`config.mk`:
```
export PLATFORM = sky130hd
export DESIGN_NAME = thermal_hysteresis_controller_core
export DESIGN_NICKNAME = d
export VERILOG_FILES = /design/src/design/thc_pkg.sv /design/src/design/thc_regs.sv /design/src/design/thc_heat_pump.sv /design/src/design/thc_zone.sv /design/src/design/thermal_hysteresis_controller_core.sv
export SDC_FILE = /design/constraint.sdc
export NUM_CORES = 1
export LEC_CHECK = 0
export ABC_AREA = 0
export BUFFER_PORTS_ARGS = -buffer_cell sky130_fd_sc_hd__buf_2
export CORE_MARGIN = 2
export CORE_UTILIZATION = 43
export DETAILED_ROUTE_END_ITERATION = 6
export PLACE_DENSITY = 0.75
export SETUP_SLACK_MARGIN = 0.2
export SLEW_MARGIN = 10
export SYNTH_ARGS = -nofsm -noshare
export SYNTH_HDL_FRONTEND = slang
export SYNTH_SLANG_ARGS = --single-unit
```
`constraint.sdc`:
```
create_clock -name i_clk -period 5.89 [get_ports i_clk]
set_clock_uncertainty 0.05 [all_clocks]
set_input_delay 0.2945 -clock i_clk [delete_from_list [all_inputs] [get_ports i_clk]]
set_output_delay 0.2945 -clock i_clk [all_outputs]
set_load 0.01 [all_outputs]
```
`src/design/thc_pkg.sv`:
```
// shared types, register map and constants for the thermal hysteresis controller
package thc_pkg;

    // field widths
    localparam int unsigned TEMP_W      = 12;
    localparam int unsigned HEAT_TH_W   = 11;
    localparam int unsigned PUMP_MODE_W = 2;
    localparam int unsigned ENABLES_W   = 6;
    localparam int unsigned ZONES_MAX   = 4;
    localparam int unsigned ZONE_SRC_W  = 2;
    localparam int unsigned ZONE_TH_W   = ZONES_MAX * TEMP_W;
    localparam int unsigned ZONE_SRCS_W = ZONES_MAX * ZONE_SRC_W;

    // configuration port
    localparam int unsigned CFG_DATA_W  = 64;
    localparam int unsigned CFG_ADDR_W  = 6;
    localparam int unsigned CFG_IDX_W   = 3;

    // register indexes (byte address is 8 times the index)
    localparam logic [CFG_IDX_W-1:0] REG_HEAT_ON   = 3'd0;
    localparam logic [CFG_IDX_W-1:0] REG_HEAT_OFF  = 3'd1;
    localparam logic [CFG_IDX_W-1:0] REG_PUMP_MODE = 3'd2;
    localparam logic [CFG_IDX_W-1:0] REG_ENABLES   = 3'd3;
    localparam logic [CFG_IDX_W-1:0] REG_ZONE_ON   = 3'd4;
    localparam logic [CFG_IDX_W-1:0] REG_ZONE_OFF  = 3'd5;
    localparam logic [CFG_IDX_W-1:0] REG_ZONE_SRC  = 3'd6;

    // register reset values
    localparam logic [HEAT_TH_W-1:0]   HEAT_ON_RST   = 11'd10;
    localparam logic [HEAT_TH_W-1:0]   HEAT_OFF_RST  = 11'd100;
    localparam logic [PUMP_MODE_W-1:0] PUMP_MODE_RST = 2'd2;
    localparam logic [ENABLES_W-1:0]   ENABLES_RST   = 6'd0;
    localparam logic [ZONE_TH_W-1:0]   ZONE_ON_RST   = 48'd41241754829400;
    localparam logic [ZONE_TH_W-1:0]   ZONE_OFF_RST  = 48'd34368129024500;
    localparam logic [ZONE_SRCS_W-1:0] ZONE_SRC_RST  = 8'd85;

    // bit positions in pump mode and output enables
    localparam int unsigned PUMP_WITH_HEAT = 0;
    localparam int unsigned PUMP_AT_READY  = 1;
    localparam int unsigned EN_HEATER      = 0;
    localparam int unsigned EN_PUMP        = 1;
    localparam int unsigned EN_ZONE_LSB    = 2;

    // zone temperature sources
    localparam logic [ZONE_SRC_W-1:0] SRC_MOTOR_MAX = 2'd0;
    localparam logic [ZONE_SRC_W-1:0] SRC_BATT_HIGH = 2'd1;

    typedef logic signed [TEMP_W-1:0] t_temp;

    typedef struct packed {
        logic signed [HEAT_TH_W-1:0] heat_on;
        logic signed [HEAT_TH_W-1:0] heat_off;
        logic [PUMP_MODE_W-1:0]      pump_mode;
        logic [ENABLES_W-1:0]        enables;
        logic [ZONE_TH_W-1:0]        zone_on;
        logic [ZONE_TH_W-1:0]        zone_off;
        logic [ZONE_SRCS_W-1:0]      zone_src;
    } t_cfg;

    typedef struct packed {
        logic heater;
        logic pump;
    } t_hp_state;

endpackage

```
`src/design/thc_regs.sv`:
```
// configuration register file with apb-style access
module thc_regs (
    input  logic                              i_clk,
    input  logic                              i_rst_n,
    input  logic                              i_psel,
    input  logic                              i_penable,
    input  logic                              i_pwrite,
    input  logic [thc_pkg::CFG_ADDR_W-1:0]    i_paddr,
    input  logic [thc_pkg::CFG_DATA_W-1:0]    i_pwdata,
    output logic [thc_pkg::CFG_DATA_W-1:0]    o_prdata,
    output logic                              o_pready,
    output thc_pkg::t_cfg                     o_cfg
);
    import thc_pkg::*;

    t_cfg                 r_cfg;
    logic [CFG_IDX_W-1:0] w_idx;
    logic                 w_wr;

    assign w_idx    = i_paddr[CFG_ADDR_W-1:CFG_ADDR_W-CFG_IDX_W];
    assign w_wr     = i_psel & i_penable & i_pwrite;
    assign o_pready = 1'b1;
    assign o_cfg    = r_cfg;

    // register writes
    always_ff @(posedge i_clk) begin
        if (!i_rst_n) begin
            r_cfg.heat_on   <= HEAT_ON_RST;
            r_cfg.heat_off  <= HEAT_OFF_RST;
            r_cfg.pump_mode <= PUMP_MODE_RST;
            r_cfg.enables   <= ENABLES_RST;
            r_cfg.zone_on   <= ZONE_ON_RST;
            r_cfg.zone_off  <= ZONE_OFF_RST;
            r_cfg.zone_src  <= ZONE_SRC_RST;
        end else if (w_wr) begin
            case (w_idx)
                REG_HEAT_ON:   r_cfg.heat_on   <= i_pwdata[HEAT_TH_W-1:0];
                REG_HEAT_OFF:  r_cfg.heat_off  <= i_pwdata[HEAT_TH_W-1:0];
                REG_PUMP_MODE: r_cfg.pump_mode <= i_pwdata[PUMP_MODE_W-1:0];
                REG_ENABLES:   r_cfg.enables   <= i_pwdata[ENABLES_W-1:0];
                REG_ZONE_ON:   r_cfg.zone_on   <= i_pwdata[ZONE_TH_W-1:0];
                REG_ZONE_OFF:  r_cfg.zone_off  <= i_pwdata[ZONE_TH_W-1:0];
                REG_ZONE_SRC:  r_cfg.zone_src  <= i_pwdata[ZONE_SRCS_W-1:0];
                default: ;
            endcase
        end
    end

    // read mux
    always_comb begin
        o_prdata = '0;
        case (w_idx)
            REG_HEAT_ON:   o_prdata[HEAT_TH_W-1:0]   = r_cfg.heat_on;
            REG_HEAT_OFF:  o_prdata[HEAT_TH_W-1:0]   = r_cfg.heat_off;
            REG_PUMP_MODE: o_prdata[PUMP_MODE_W-1:0] = r_cfg.pump_mode;
            REG_ENABLES:   o_prdata[ENABLES_W-1:0]   = r_cfg.enables;
            REG_ZONE_ON:   o_prdata[ZONE_TH_W-1:0]   = r_cfg.zone_on;
            REG_ZONE_OFF:  o_prdata[ZONE_TH_W-1:0]   = r_cfg.zone_off;
            REG_ZONE_SRC:  o_prdata[ZONE_SRCS_W-1:0] = r_cfg.zone_src;
            default:       o_prdata = '0;
        endcase
    end

endmodule

```
`src/design/thc_heat_pump.sv`:
```
// heater hysteresis and water pump latch, next-state logic for one tick
module thc_heat_pump (
    input  logic                 i_batt_valid,
    input  thc_pkg::t_temp       i_batt_low,
    input  thc_pkg::t_cfg        i_cfg,
    input  thc_pkg::t_hp_state   i_state,
    output thc_pkg::t_hp_state   o_next
);
    import thc_pkg::*;

    logic  w_with_heat;
    logic  w_at_ready;
    logic  w_pump_set;
    logic  w_heat_set;
    logic  w_heat_drop;
    t_temp w_on_th;
    t_temp w_off_th;

    assign w_with_heat = i_cfg.pump_mode[PUMP_WITH_HEAT];
    assign w_at_ready  = i_cfg.pump_mode[PUMP_AT_READY];
    assign w_on_th     = {i_cfg.heat_on[HEAT_TH_W-1], i_cfg.heat_on};
    assign w_off_th    = {i_cfg.heat_off[HEAT_TH_W-1], i_cfg.heat_off};

    // pump latch sees the heater state from before the tick
    assign w_pump_set = i_state.pump | w_at_ready | (i_state.heater & w_with_heat);

    // on sets first, then off clears; off wins when both hold
    assign w_heat_set  = i_state.heater | (i_batt_valid & (i_batt_low < w_on_th));
    assign w_heat_drop = i_batt_valid & w_heat_set & (i_batt_low > w_off_th);

    assign o_next.heater = w_heat_set & ~w_heat_drop;
    assign o_next.pump   = w_pump_set & ~(w_heat_drop & ~w_at_ready);

endmodule

```
`src/design/thc_zone.sv`:
```
// one cooling zone: source select and hysteresis
module thc_zone (
    input  logic                              i_enable,
    input  logic [thc_pkg::ZONE_SRC_W-1:0]    i_src,
    input  thc_pkg::t_temp                    i_on_th,
    input  thc_pkg::t_temp                    i_off_th,
    input  thc_pkg::t_temp                    i_motor_max,
    input  thc_pkg::t_temp                    i_batt_high,
    input  logic                              i_state,
    output logic                              o_next,
    output logic                              o_cool
);
    import thc_pkg::*;

    t_temp w_temp;
    logic  w_set;
    logic  w_upd;

    // source select, the unused codes read as zero degrees
    always_comb begin
        case (i_src)
            SRC_MOTOR_MAX: w_temp = i_motor_max;
            SRC_BATT_HIGH: w_temp = i_batt_high;
            default:       w_temp = '0;
        endcase
    end

    // on sets, off clears afterwards
    assign w_set = i_state | (w_temp > i_on_th);
    assign w_upd = w_set & ~(w_temp < i_off_th);

    // a zone without output holds its state and reads as off
    assign o_next = i_enable ? w_upd : i_state;
    assign o_cool = i_enable & w_upd;

endmodule

```
`src/design/thermal_hysteresis_controller_core.sv`:
```
// top level of the thermal hysteresis controller: stream stages, state and config
//
// channel    direction  transaction content
// s stream   in         tuser: battery_temps_valid; tdata: battery temps, motor temps
// m stream   out        tdata: heater, pump and cooling zone outputs
// apb        in/out     seven config registers, 64-bit data at 8-byte steps
//
// one tick per cycle while the result is not stalled; a tick passes the input register, then the result register
// an input register feeds the next-state logic, a result register holds the answer
// state registers update when a tick moves from the input to the result register
// a stalled result keeps the input register filled, the input side then waits
// synchronous active-low reset clears state and both stages, config to defaults
module thermal_hysteresis_controller_core #(
    parameter int unsigned ZONES = thc_pkg::ZONES_MAX
) (
    input  logic                              i_clk,
    input  logic                              i_rst_n,
    // in: [11:0] battery_lowest, [23:12] battery_highest, [35:24] inverter_temp,
    // [47:36] controller_system_temp, [59:48] motor_temp, [63:60] zero
    input  logic [63:0]                       i_s_tdata,
    // in: [0] battery_temps_valid
    input  logic                              i_s_tuser,
    input  logic                              i_s_tvalid,
    output logic                              o_s_tready,
    // out: [0] heater_on, [1] heater_drive, [2] pump_on, [3] pump_drive,
    // [7:4] cooling_on
    output logic [7:0]                        o_m_tdata,
    output logic                              o_m_tvalid,
    input  logic                              i_m_tready,
    input  logic                              i_psel,
    input  logic                              i_penable,
    input  logic                              i_pwrite,
    input  logic [thc_pkg::CFG_ADDR_W-1:0]    i_paddr,
    input  logic [thc_pkg::CFG_DATA_W-1:0]    i_pwdata,
    output logic [thc_pkg::CFG_DATA_W-1:0]    o_prdata,
    output logic                              o_pready
);
    import thc_pkg::*;

    t_cfg                 r_cfg;
    logic                 r_in_valid;
    logic                 r_in_batt_valid;
    t_temp                r_in_low;
    t_temp                r_in_high;
    t_temp                r_in_inv;
    t_temp                r_in_ctrl;
    t_temp                r_in_motor;
    logic                 r_out_valid;
    logic [7:0]           r_out_data;
    t_hp_state            r_hp;
    logic [ZONES-1:0]     r_zone_state;

    t_hp_state            n_hp;
    logic [ZONES-1:0]     n_zone_state;
    logic [7:0]           n_out_data;

    logic                 w_advance;
    logic                 w_in_take;
    t_temp                w_max_ic;
    t_temp                w_motor_max;
    logic [ZONES_MAX-1:0] w_cool;

    // configuration registers
    thc_regs u_regs (
        .i_clk     (i_clk),
        .i_rst_n   (i_rst_n),
        .i_psel    (i_psel),
        .i_penable (i_penable),
        .i_pwrite  (i_pwrite),
        .i_paddr   (i_paddr),
        .i_pwdata  (i_pwdata),
        .o_prdata  (o_prdata),
        .o_pready  (o_pready),
        .o_cfg     (r_cfg)
    );

    // handshake between the two stages
    assign w_advance  = r_in_valid & (~r_out_valid | i_m_tready);
    assign o_s_tready = ~r_in_valid | w_advance;
    assign w_in_take  = i_s_tvalid & o_s_tready;
    assign o_m_tvalid = r_out_valid;
    assign o_m_tdata  = r_out_data;

    // hottest of the three motor controller readings
    assign w_max_ic    = (r_in_ctrl > r_in_inv) ? r_in_ctrl : r_in_inv;
    assign w_motor_max = (r_in_motor > w_max_ic) ? r_in_motor : w_max_ic;

    // heater and pump
    thc_heat_pump u_heat_pump (
        .i_batt_valid (r_in_batt_valid),
        .i_batt_low   (r_in_low),
        .i_cfg        (r_cfg),
        .i_state      (r_hp),
        .o_next       (n_hp)
    );

    // cooling zones, missing zones read as off
    for (genvar gi = 0; gi < ZONES_MAX; gi++) begin : g_zone
        if (gi < ZONES) begin : g_used
            thc_zone u_zone (
                .i_enable    (r_cfg.enables[EN_ZONE_LSB+gi]),
                .i_src       (r_cfg.zone_src[gi*ZONE_SRC_W +: ZONE_SRC_W]),
                .i_on_th     (t_temp'(r_cfg.zone_on[gi*TEMP_W +: TEMP_W])),
                .i_off_th    (t_temp'(r_cfg.zone_off[gi*TEMP_W +: TEMP_W])),
                .i_motor_max (w_motor_max),
                .i_batt_high (r_in_high),
                .i_state     (r_zone_state[gi]),
                .o_next      (n_zone_state[gi]),
                .o_cool      (w_cool[gi])
            );
        end else begin : g_absent
            assign w_cool[gi] = 1'b0;
        end
    end

    // result word
    assign n_out_data = {w_cool,
                         n_hp.pump & r_cfg.enables[EN_PUMP],
                         n_hp.pump,
                         n_hp.heater & r_cfg.enables[EN_HEATER],
                         n_hp.heater};

    // control and state
    always_ff @(posedge i_clk) begin
        if (!i_rst_n) begin
            r_in_valid   <= 1'b0;
            r_out_valid  <= 1'b0;
            r_hp         <= '0;
            r_zone_state <= '0;
        end else begin
            if (o_s_tready) begin
                r_in_valid <= i_s_tvalid;
            end
            if (w_advance) begin
                r_out_valid  <= 1'b1;
                r_hp         <= n_hp;
                r_zone_state <= n_zone_state;
            end else if (i_m_tready) begin
                r_out_valid <= 1'b0;
            end
        end
    end

    // payload registers
    always_ff @(posedge i_clk) begin
        if (w_in_take) begin
            r_in_batt_valid <= i_s_tuser;
            r_in_low        <= i_s_tdata[0*TEMP_W +: TEMP_W];
            r_in_high       <= i_s_tdata[1*TEMP_W +: TEMP_W];
            r_in_inv        <= i_s_tdata[2*TEMP_W +: TEMP_W];
            r_in_ctrl       <= i_s_tdata[3*TEMP_W +: TEMP_W];
            r_in_motor      <= i_s_tdata[4*TEMP_W +: TEMP_W];
        end
        if (w_advance) begin
            r_out_data <= n_out_data;
        end
    end

    // assertions
    a_ready_only_when_full: assert property (@(posedge i_clk) disable iff (!i_rst_n)
        !o_s_tready |-> (r_in_valid && r_out_valid && !i_m_tready))
        else $error("input side stalled without a blocked result");

    a_drive_needs_state: assert property (@(posedge i_clk) disable iff (!i_rst_n)
        o_m_tvalid |-> ((!o_m_tdata[1] || o_m_tdata[0]) && (!o_m_tdata[3] || o_m_tdata[2])))
        else $error("output drive set without its state");

    a_cool_needs_enable: assert property (@(posedge i_clk) disable iff (!i_rst_n)
        o_m_tvalid |-> ((o_m_tdata[7:4] & ~r_cfg.enables[5:2]) == 4'd0))
        else $error("cooling output on for a zone without output");

    a_reset_empties: assert property (@(posedge i_clk)
        !i_rst_n |=> (!o_m_tvalid && !r_in_valid && !r_hp.heater && !r_hp.pump))
        else $error("reset left a stage or state set");

endmodule

```
Yosys cells after proc, flatten, opt, wreduce, memory -nomap -nowiden
Index checks and enable logic that the tools add are counted.
{"block": "totals", "reg_bits": 211, "input_bits": 142, "out_inout_bits": 75, "wordCells": 113}
{"block": "op_classes", "order_cmp": 12, "n_eq_ne": 10, "muxes": 13, "bitwise_logic": 39, "n_reduce_logical": 17}
{"operator": "12-bit case mux with 2 select lines", "n": 4}
{"operator": "37-bit case mux with 2 select lines", "n": 1}
{"operator": "12-bit greater-than comparator", "n": 6}
{"operator": "12-bit < comparator", "n": 4}
{"operator": "12-bit 2-to-1 mux", "n": 2}
{"operator": "4-bit case mux with 6 select lines", "n": 1}
{"operator": "2-bit AND reduction", "n": 11}
{"operator": "1-bit bitwise AND", "n": 21}
{"operator": "2-bit case mux with 7 select lines", "n": 1}
{"operator": "12-bit by 11-bit greater-than comparator with 1-bit output", "n": 1}
{"operator": "12-bit by 11-bit < comparator with 1-bit output", "n": 1}
{"operator": "3-bit case mux with 4 select lines", "n": 1}
{"operator": "2-bit case mux with 5 select lines", "n": 1}
{"operator": "3-bit equality test, second input constant", "n": 3}
{"operator": "1-bit inverter", "n": 9}
{"operator": "1-bit bitwise OR", "n": 9}
{"operator": "2-bit by 1-bit equality test with 1-bit output, second input constant", "n": 4}
{"operator": "2-bit logical NOT", "n": 4}
{"operator": "3-bit by 2-bit equality test with 1-bit output, second input constant", "n": 2}
{"operator": "3-bit by 1-bit equality test with 1-bit output, second input constant", "n": 1}
{"operator": "3-bit logical NOT", "n": 1}
{"operator": "1-bit 2-to-1 mux", "n": 2}
{"operator": "2-bit nonzero test", "n": 1}

Depth between registers and ports, before layout
{"block": "logic_depth", "depth_word": 9, "ltp_mapped": 30, "mapped_depth_nobuf": 28}

Hierarchy
A second synthesis with hierarchy kept.
{"block": "unflattened", "hier_cells": 1537, "hier_area_um2": 14015.9}
{"mod": "thc_regs", "instances": 1, "cells_per_inst": 703, "area_each_um2": 6328.6}
{"mod": "thermal_hysteresis_controller_core", "instances": 1, "cells_per_inst": 291, "area_each_um2": 3844.9}
{"mod": "thc_zone at g_zone[0].g_used.u_zone ...", "instances": 3, "cells_per_inst": 113, "area_each_um2": 792.0}
{"mod": "thc_zone at g_zone[3].g_used.u_zone", "instances": 1, "cells_per_inst": 113, "area_each_um2": 803.3}
{"mod": "thc_heat_pump", "instances": 1, "cells_per_inst": 91, "area_each_um2": 663.1}

Least setup slack after synthesis
Ideal clock, no wire load.
{"block": "synth_timing", "path_kind": "register -> register", "from": "register r_in_ctrl[9]", "to": "register r_out_data[7], in the netlist o_m_tdata[7] (data pin)", "setup_ns": 0.261, "t_arrival_ns": 5.713, "required_time_ns": 5.579, "setup_slack_ns": -0.134, "stages_incl_launch_ff": 30, "path_cell_list": "edfxtp_1 > ha_1 > a21o_1 > a211oi_2 > o211ai_1 > o211a_1 > clkbuf_1 > nor3_1 > a21oi_1 > ha_1 > a21o_1 > a21oi_1 > nor2_1 > or4_1 > o21bai_1 > buf_2 > nor2_1 > a21oi_1 > mux2i_1 > nor2_1 > ha_1 > a21o_1 > a21o_1 > a21o_1 > a21oi_1 > nor2_1 > a2111oi_0 > and4b_1 > a221o_1 > nor2_1"}
{"block": "synth_via", "elab_chain_len": 9}
{"element": "start, declared", "line": "thermal_hysteresis_controller_core.sv:46", "text": "t_temp r_in_ctrl;"}
{"element": "start signal, assigned", "line": "thermal_hysteresis_controller_core.sv:151", "text": "r_in_ctrl <= i_s_tdata[3*TEMP_W +: TEMP_W];"}
{"element": "12-bit greater-than comparator", "line": "thermal_hysteresis_controller_core.sv:85", "text": "assign w_max_ic = (r_in_ctrl > r_in_inv) ? r_in_ctrl : r_in_inv;"}
{"element": "12-bit 2-to-1 mux (*)", "line": "thermal_hysteresis_controller_core.sv:85"}
{"element": "12-bit greater-than comparator", "line": "thermal_hysteresis_controller_core.sv:86", "text": "assign w_motor_max = (r_in_motor > w_max_ic) ? r_in_motor : w_max_ic;"}
{"element": "12-bit 2-to-1 mux (*)", "line": "thermal_hysteresis_controller_core.sv:86"}
{"element": "12-bit case mux with 2 select lines (*)", "line": "thc_zone.sv:21", "text": "case (i_src)"}
{"element": "12-bit greater-than comparator or 12-bit < comparator (tied branches)", "line": "thc_zone.sv:29, thc_zone.sv:30"}
{"element": "1-bit bitwise OR or 1-bit inverter (tied branches)", "line": "thc_zone.sv:29, thc_zone.sv:30"}
{"element": "1-bit bitwise AND (*)", "line": "thc_zone.sv:30", "text": "assign w_upd = w_set & ~(w_temp < i_off_th);"}
{"element": "1-bit bitwise AND (*)", "line": "thc_zone.sv:34", "text": "assign o_cool = i_enable & w_upd;"}
{"element": "named net g_zone[3].g_used.u_zone.o_cool", "line": "thc_zone.sv:11", "text": "output logic o_cool"}
{"element": "end signal, assigned", "line": "thermal_hysteresis_controller_core.sv:155", "text": "r_out_data <= n_out_data;"}
{"element": "end, declared", "line": "thermal_hysteresis_controller_core.sv:49", "text": "logic [7:0] r_out_data;"}
The timed path passes the listed nets; every way through them passes the cells marked *.
A chain may end at the register's enable or synchronous reset.

Worst setup path in the final report
{"block": "layout_timing", "from": "register r_in_inv[9]", "to": "register r_out_data[7], in the netlist o_m_tdata[7] (data pin)"}
{"block": "layout_via", "elab_chain_len": 9}
{"element": "start, declared", "line": "thermal_hysteresis_controller_core.sv:45", "text": "t_temp r_in_inv;"}
{"element": "start signal, assigned", "line": "thermal_hysteresis_controller_core.sv:150", "text": "r_in_inv <= i_s_tdata[2*TEMP_W +: TEMP_W];"}
{"element": "12-bit greater-than comparator", "line": "thermal_hysteresis_controller_core.sv:85"}
{"element": "12-bit 2-to-1 mux (*)", "line": "thermal_hysteresis_controller_core.sv:85"}
{"element": "12-bit greater-than comparator", "line": "thermal_hysteresis_controller_core.sv:86"}
{"element": "12-bit 2-to-1 mux (*)", "line": "thermal_hysteresis_controller_core.sv:86"}
{"element": "12-bit case mux with 2 select lines (*)", "line": "thc_zone.sv:21"}
{"element": "12-bit greater-than comparator or 12-bit < comparator (tied branches)", "line": "thc_zone.sv:29, thc_zone.sv:30"}
{"element": "1-bit bitwise OR or 1-bit inverter (tied branches)", "line": "thc_zone.sv:29, thc_zone.sv:30"}
{"element": "1-bit bitwise AND (*)", "line": "thc_zone.sv:30"}
{"element": "1-bit bitwise AND (*)", "line": "thc_zone.sv:34"}
{"element": "named net g_zone[3].g_used.u_zone.o_cool", "line": "thc_zone.sv:11"}
Marks and branches as above.

==> results by group <==
Status
  – Outcome: finished, final reports clean

Power and ir drop
  – Worst vdd ir: around 0.30 mV
  – Lkg Pwr: 7.188 nW
  – PD cells: ~240 nW/um2
  – Tot Pwr: 0.003965 W

Placed design
  – RD Place Congestion: between 0.9 and 1
  – Post-detail-place hpwl: about 27,000 um
  – Port-buffer cells: between 150 and 200
  – Post-Place Cell Area: between 10,000 and 15,000 um2
  – Pre-CTS setup slack: -64.42 ps

Timing
  – Max-slew violation count: 0
  – Final setup vio count: 0
  – Final worst slack: roughly 160 ps
  – Final period util: between 90% and 100%
  – Worst slew pin tran: 838.4 ps
  – RSZ-0062 raised after global routing: true
  – Final Hold Fails: 0
  – Max-slew headroom: between 40 and 50%
  – Fmax: 174.5 MHz
  – Min Clock Period, post-route: 5729 ps
  – Minimum hold slack: about 24 ps

Clock network
  – Clock Latency Late Sink: 520 ps
  – Clock transition at path regs: 60 ps
  – Clk root buf: clkbuf_16
  – Clock buffer depth: 3
  – Clock sink count: approximately 210
  – Cts bufs inserted: 24
  – CTS tree: built
  – CTS H-Tree Depth: 1

GRT
  – Initial antenna violation count: 0
  – Global-route wire length before repair: approximately 60,000 um
  – GRT Residual Overflow: 0
  – Routing usage on met3: roughly 3.0%
  – Vias in the first global route: about 11,000
  – GRT met1 Usage: 30.25%
  – Met2 usage: a little over two fifths
  – Largest net degree at the start of global routing: 78
  – GR peak layer: met2
  – GRT Util Overall: 23.74%

Logic synthesis
  – Dominant cell type by area after synthesis: dfxtp_1
  – Ys async rst share: 0%
  – Sequential fraction of the synthesis area: between 30% and 40%
  – Synth unique cells: 63
  – Ys Warns: 0
  – Share of the synthesized area in the top cell type: between 20% and 30%
  – Synthesis-stage register bit count: about 210
  – Synthesized area: approximately 13,000 um2
  – Area contributors post-synth: dfxtp_1 22%, edfxtp_1 16%, ha_1 13%, nand2_1 7.0%, a21boi_0 4.5%
  – Post-synth EDFFs: 69
  – Synthesized instance count: roughly 1,500
  – Synthesized area per cell: a little under 9 um2
  – Dominant register cell in the synthesized netlist: dfxtp_1

Setup path
  – Setup CP Type: flop to flop
  – Reg2Reg Setup Slack: around 160 ps
  – Reg2reg path depth: 27
  – FF-to-FF End: o_m_tdata[7]
  – Reg2reg start: r_in_inv[9]
  – Worst EP arrival: 5950 ps
  – Critical Path RT: between 6000 and 7000 ps
  – CP startpoint kind: flop
  – Worst setup EP type: flop
  – Worst setup startpoint: r_in_inv[9]
  – Crit path to: o_m_tdata[7]
  – CP Max Fanout: 9

Routing
  – Routed wire per std cell: about 18 um
  – Drt total wl: approximately 38,000 um
  – DRC viols: 0
  – Via count: approximately 12,000
  – Final ANT Viol Nets: 0
  – First-pass DRT Iterations: 5
  – 1st-iter DRT viols: between 900 and 1,000
  – Vias per cell: 5.441

Finish
  – ANT cells: 0
  – Ratio of cells with drive above 1 in the final layout: about a fifth
  – Area Growth Syn to Fin: 27.58%
  – Post-route cell area: between 15,000 and 20,000 um2
  – Final Util: a little under three fifths
  – Layout net count: between 2,000 and 2,500
  – Filler cells: roughly 2,600

Floorplanning
  – Initial Utilization: a little over two fifths
  – Die Area: between 30,000 and 40,000 um2
  – Chip height: roughly 180 um
  – Row cnt: 63
  – Die width: 177.2 um
  – Core area: between 20,000 and 30,000 um2
  – IO Count: roughly 220

Min path
  – Hold crit path type: primary input to flop

Run
  – Max_cap viols: 0
[registers in the layout (all words and copies together), names as in the netlist]
signal,cells
o_m_tdata,8
o_m_tvalid,1
r_hp,2
r_in_batt_valid,1
r_in_ctrl,12
r_in_high,12
r_in_inv,12
r_in_low,12
r_in_motor,12
r_in_valid,1
r_zone_state,4
u_regs.o_cfg,134
[logic make-up after synthesis]
family | after synthesis | share of synthesized area (%)
mux | 64 | 5.561
compound gates | 351 | 19.47
buf+inv | 218 | 6.852
simple gates | 470 | 16.45
flops | 211 | 38.12
fa+ha+maj | 139 | 13.49
other cells | 2 | 0.05825
[per-layer routing]
layer  routed length [um]  up-vias
li1                     -     5674
met4                 1103        0
met1                16130     5536
met5                    0        -
met3                 2170       69
met2                18560      365
[timing repair]
action                                 in CTS  in global routing
gates resized for setup                    27                 30
endpoints found under the hold margin     137                  0
setup endpoints to repair                   8                  8
buffers inserted                            4                  8
pin swaps                                  11                 28
cloned                                      0                  0
hold buffers                              101                  0
[synthesized netlist by cell type, drive strengths merged, types with 3 or more instances]
cell type	count
nand4	26
nand2	240
a2111oi	3
o21ai	29
nand2b	11
a21boi	78
clkbuf	64
o311ai	4
or3	6
nor2	85
a221o	3
o311a	5
o31a	4
and2	5
dfxtp	142
a211oi	5
and3	7
ha	139
a21oi	61
o211ai	58
mux2i	57
nor2b	34
inv	128
buf	25
mux4	6
nor3	17
o21a	15
a21o	26
nand3	20
edfxtp	69
a22oi	4
a22o	38
a31oi	5
nor4	3
nor3b	4
[worst min path at each step]
| stage | start | endpoint | slack [ps] | cells after the start |
|---|---|---|---|---|
| 2_1_floorplan | i_s_tuser | r_in_batt_valid | 340 | 0 |
| 3_3_place_gp | u_regs.o_cfg[58] | u_regs.o_cfg[58] | 400 | 2 |
| 3_5_place_dp | u_regs.o_cfg[57] | u_regs.o_cfg[57] | 410 | 2 |
| 4_1_cts | i_pwdata[8] | u_regs.o_cfg[120] | 3 | 3 |
| 5_1_grt | i_pwdata[8] | u_regs.o_cfg[120] | 20 | 3 |
| 6_report | i_pwdata[8] | u_regs.o_cfg[120] | 20 | 3 |
[worst max-delay path: stages (launching register included)]
cell and delay, ps:
edfxtp_1 390, inv_2 100, ha_4 210, a21o_1 160
a211oi_2 240, o211ai_1 160, o211a_1 290, buf_6 160
nor3_4 110, a21oi_2 60, ha_1 310, nor2b_1 130
o211ai_1 160, a21oi_1 90, o31a_1 360, o21bai_4 210
buf_6 160, buf_4 140, nor2_1 60, a21oi_2 170
mux2i_1 100, nor2_1 170, ha_1 170, or4b_2 580
a2111oi_1 410, nand2_1 100, o211ai_1 120, nor2_1 90
[power by group]
group          internal [W]  total, W  switching, W
clock               0.00108   0.00170      0.000620
sequential          0.00154   0.00158     0.0000323
combinational      0.000324  0.000695      0.000370
[layout by cell type (no fill, tap or decap), types with 24 or more instances in the layout]
cell,count
edfxtp_1,69
clkbuf_16,25
a21o_1,26
nand2_1,239
inv_1,127
nor2b_1,32
nor2_1,72
mux2i_1,50
ha_1,136
a22o_1,38
nand4_1,26
dfxtp_1,142
dlygate4sd3_1,101
buf_2,175
buf_4,44
o21ai_0,24
a21boi_0,78
o211ai_1,58
a21oi_1,48
[metrics by stage]
step	setup TNS [ps]	std cells
2_1_floorplan	0	1470
3_3_place_gp	0	1983
3_5_place_dp	-117.3	1983
4_1_cts	0	2132
5_1_grt	-670.1	2140
6_report	0	2140
[area by class of cell]
class | count | area (um2) | area share (%)
multi-input cells | 1041 | 7383 | 44.89
flip-flops and latches | 211 | 4915 | 29.88
repair buffers | 325 | 2282 | 13.87
clock buffers | 26 | 629.4 | 3.826
well taps | 390 | 488.0 | 2.967
inverters | 129 | 484.2 | 2.944
clock inverters | 18 | 266.5 | 1.620
Power figures use the tool's default switching activity.
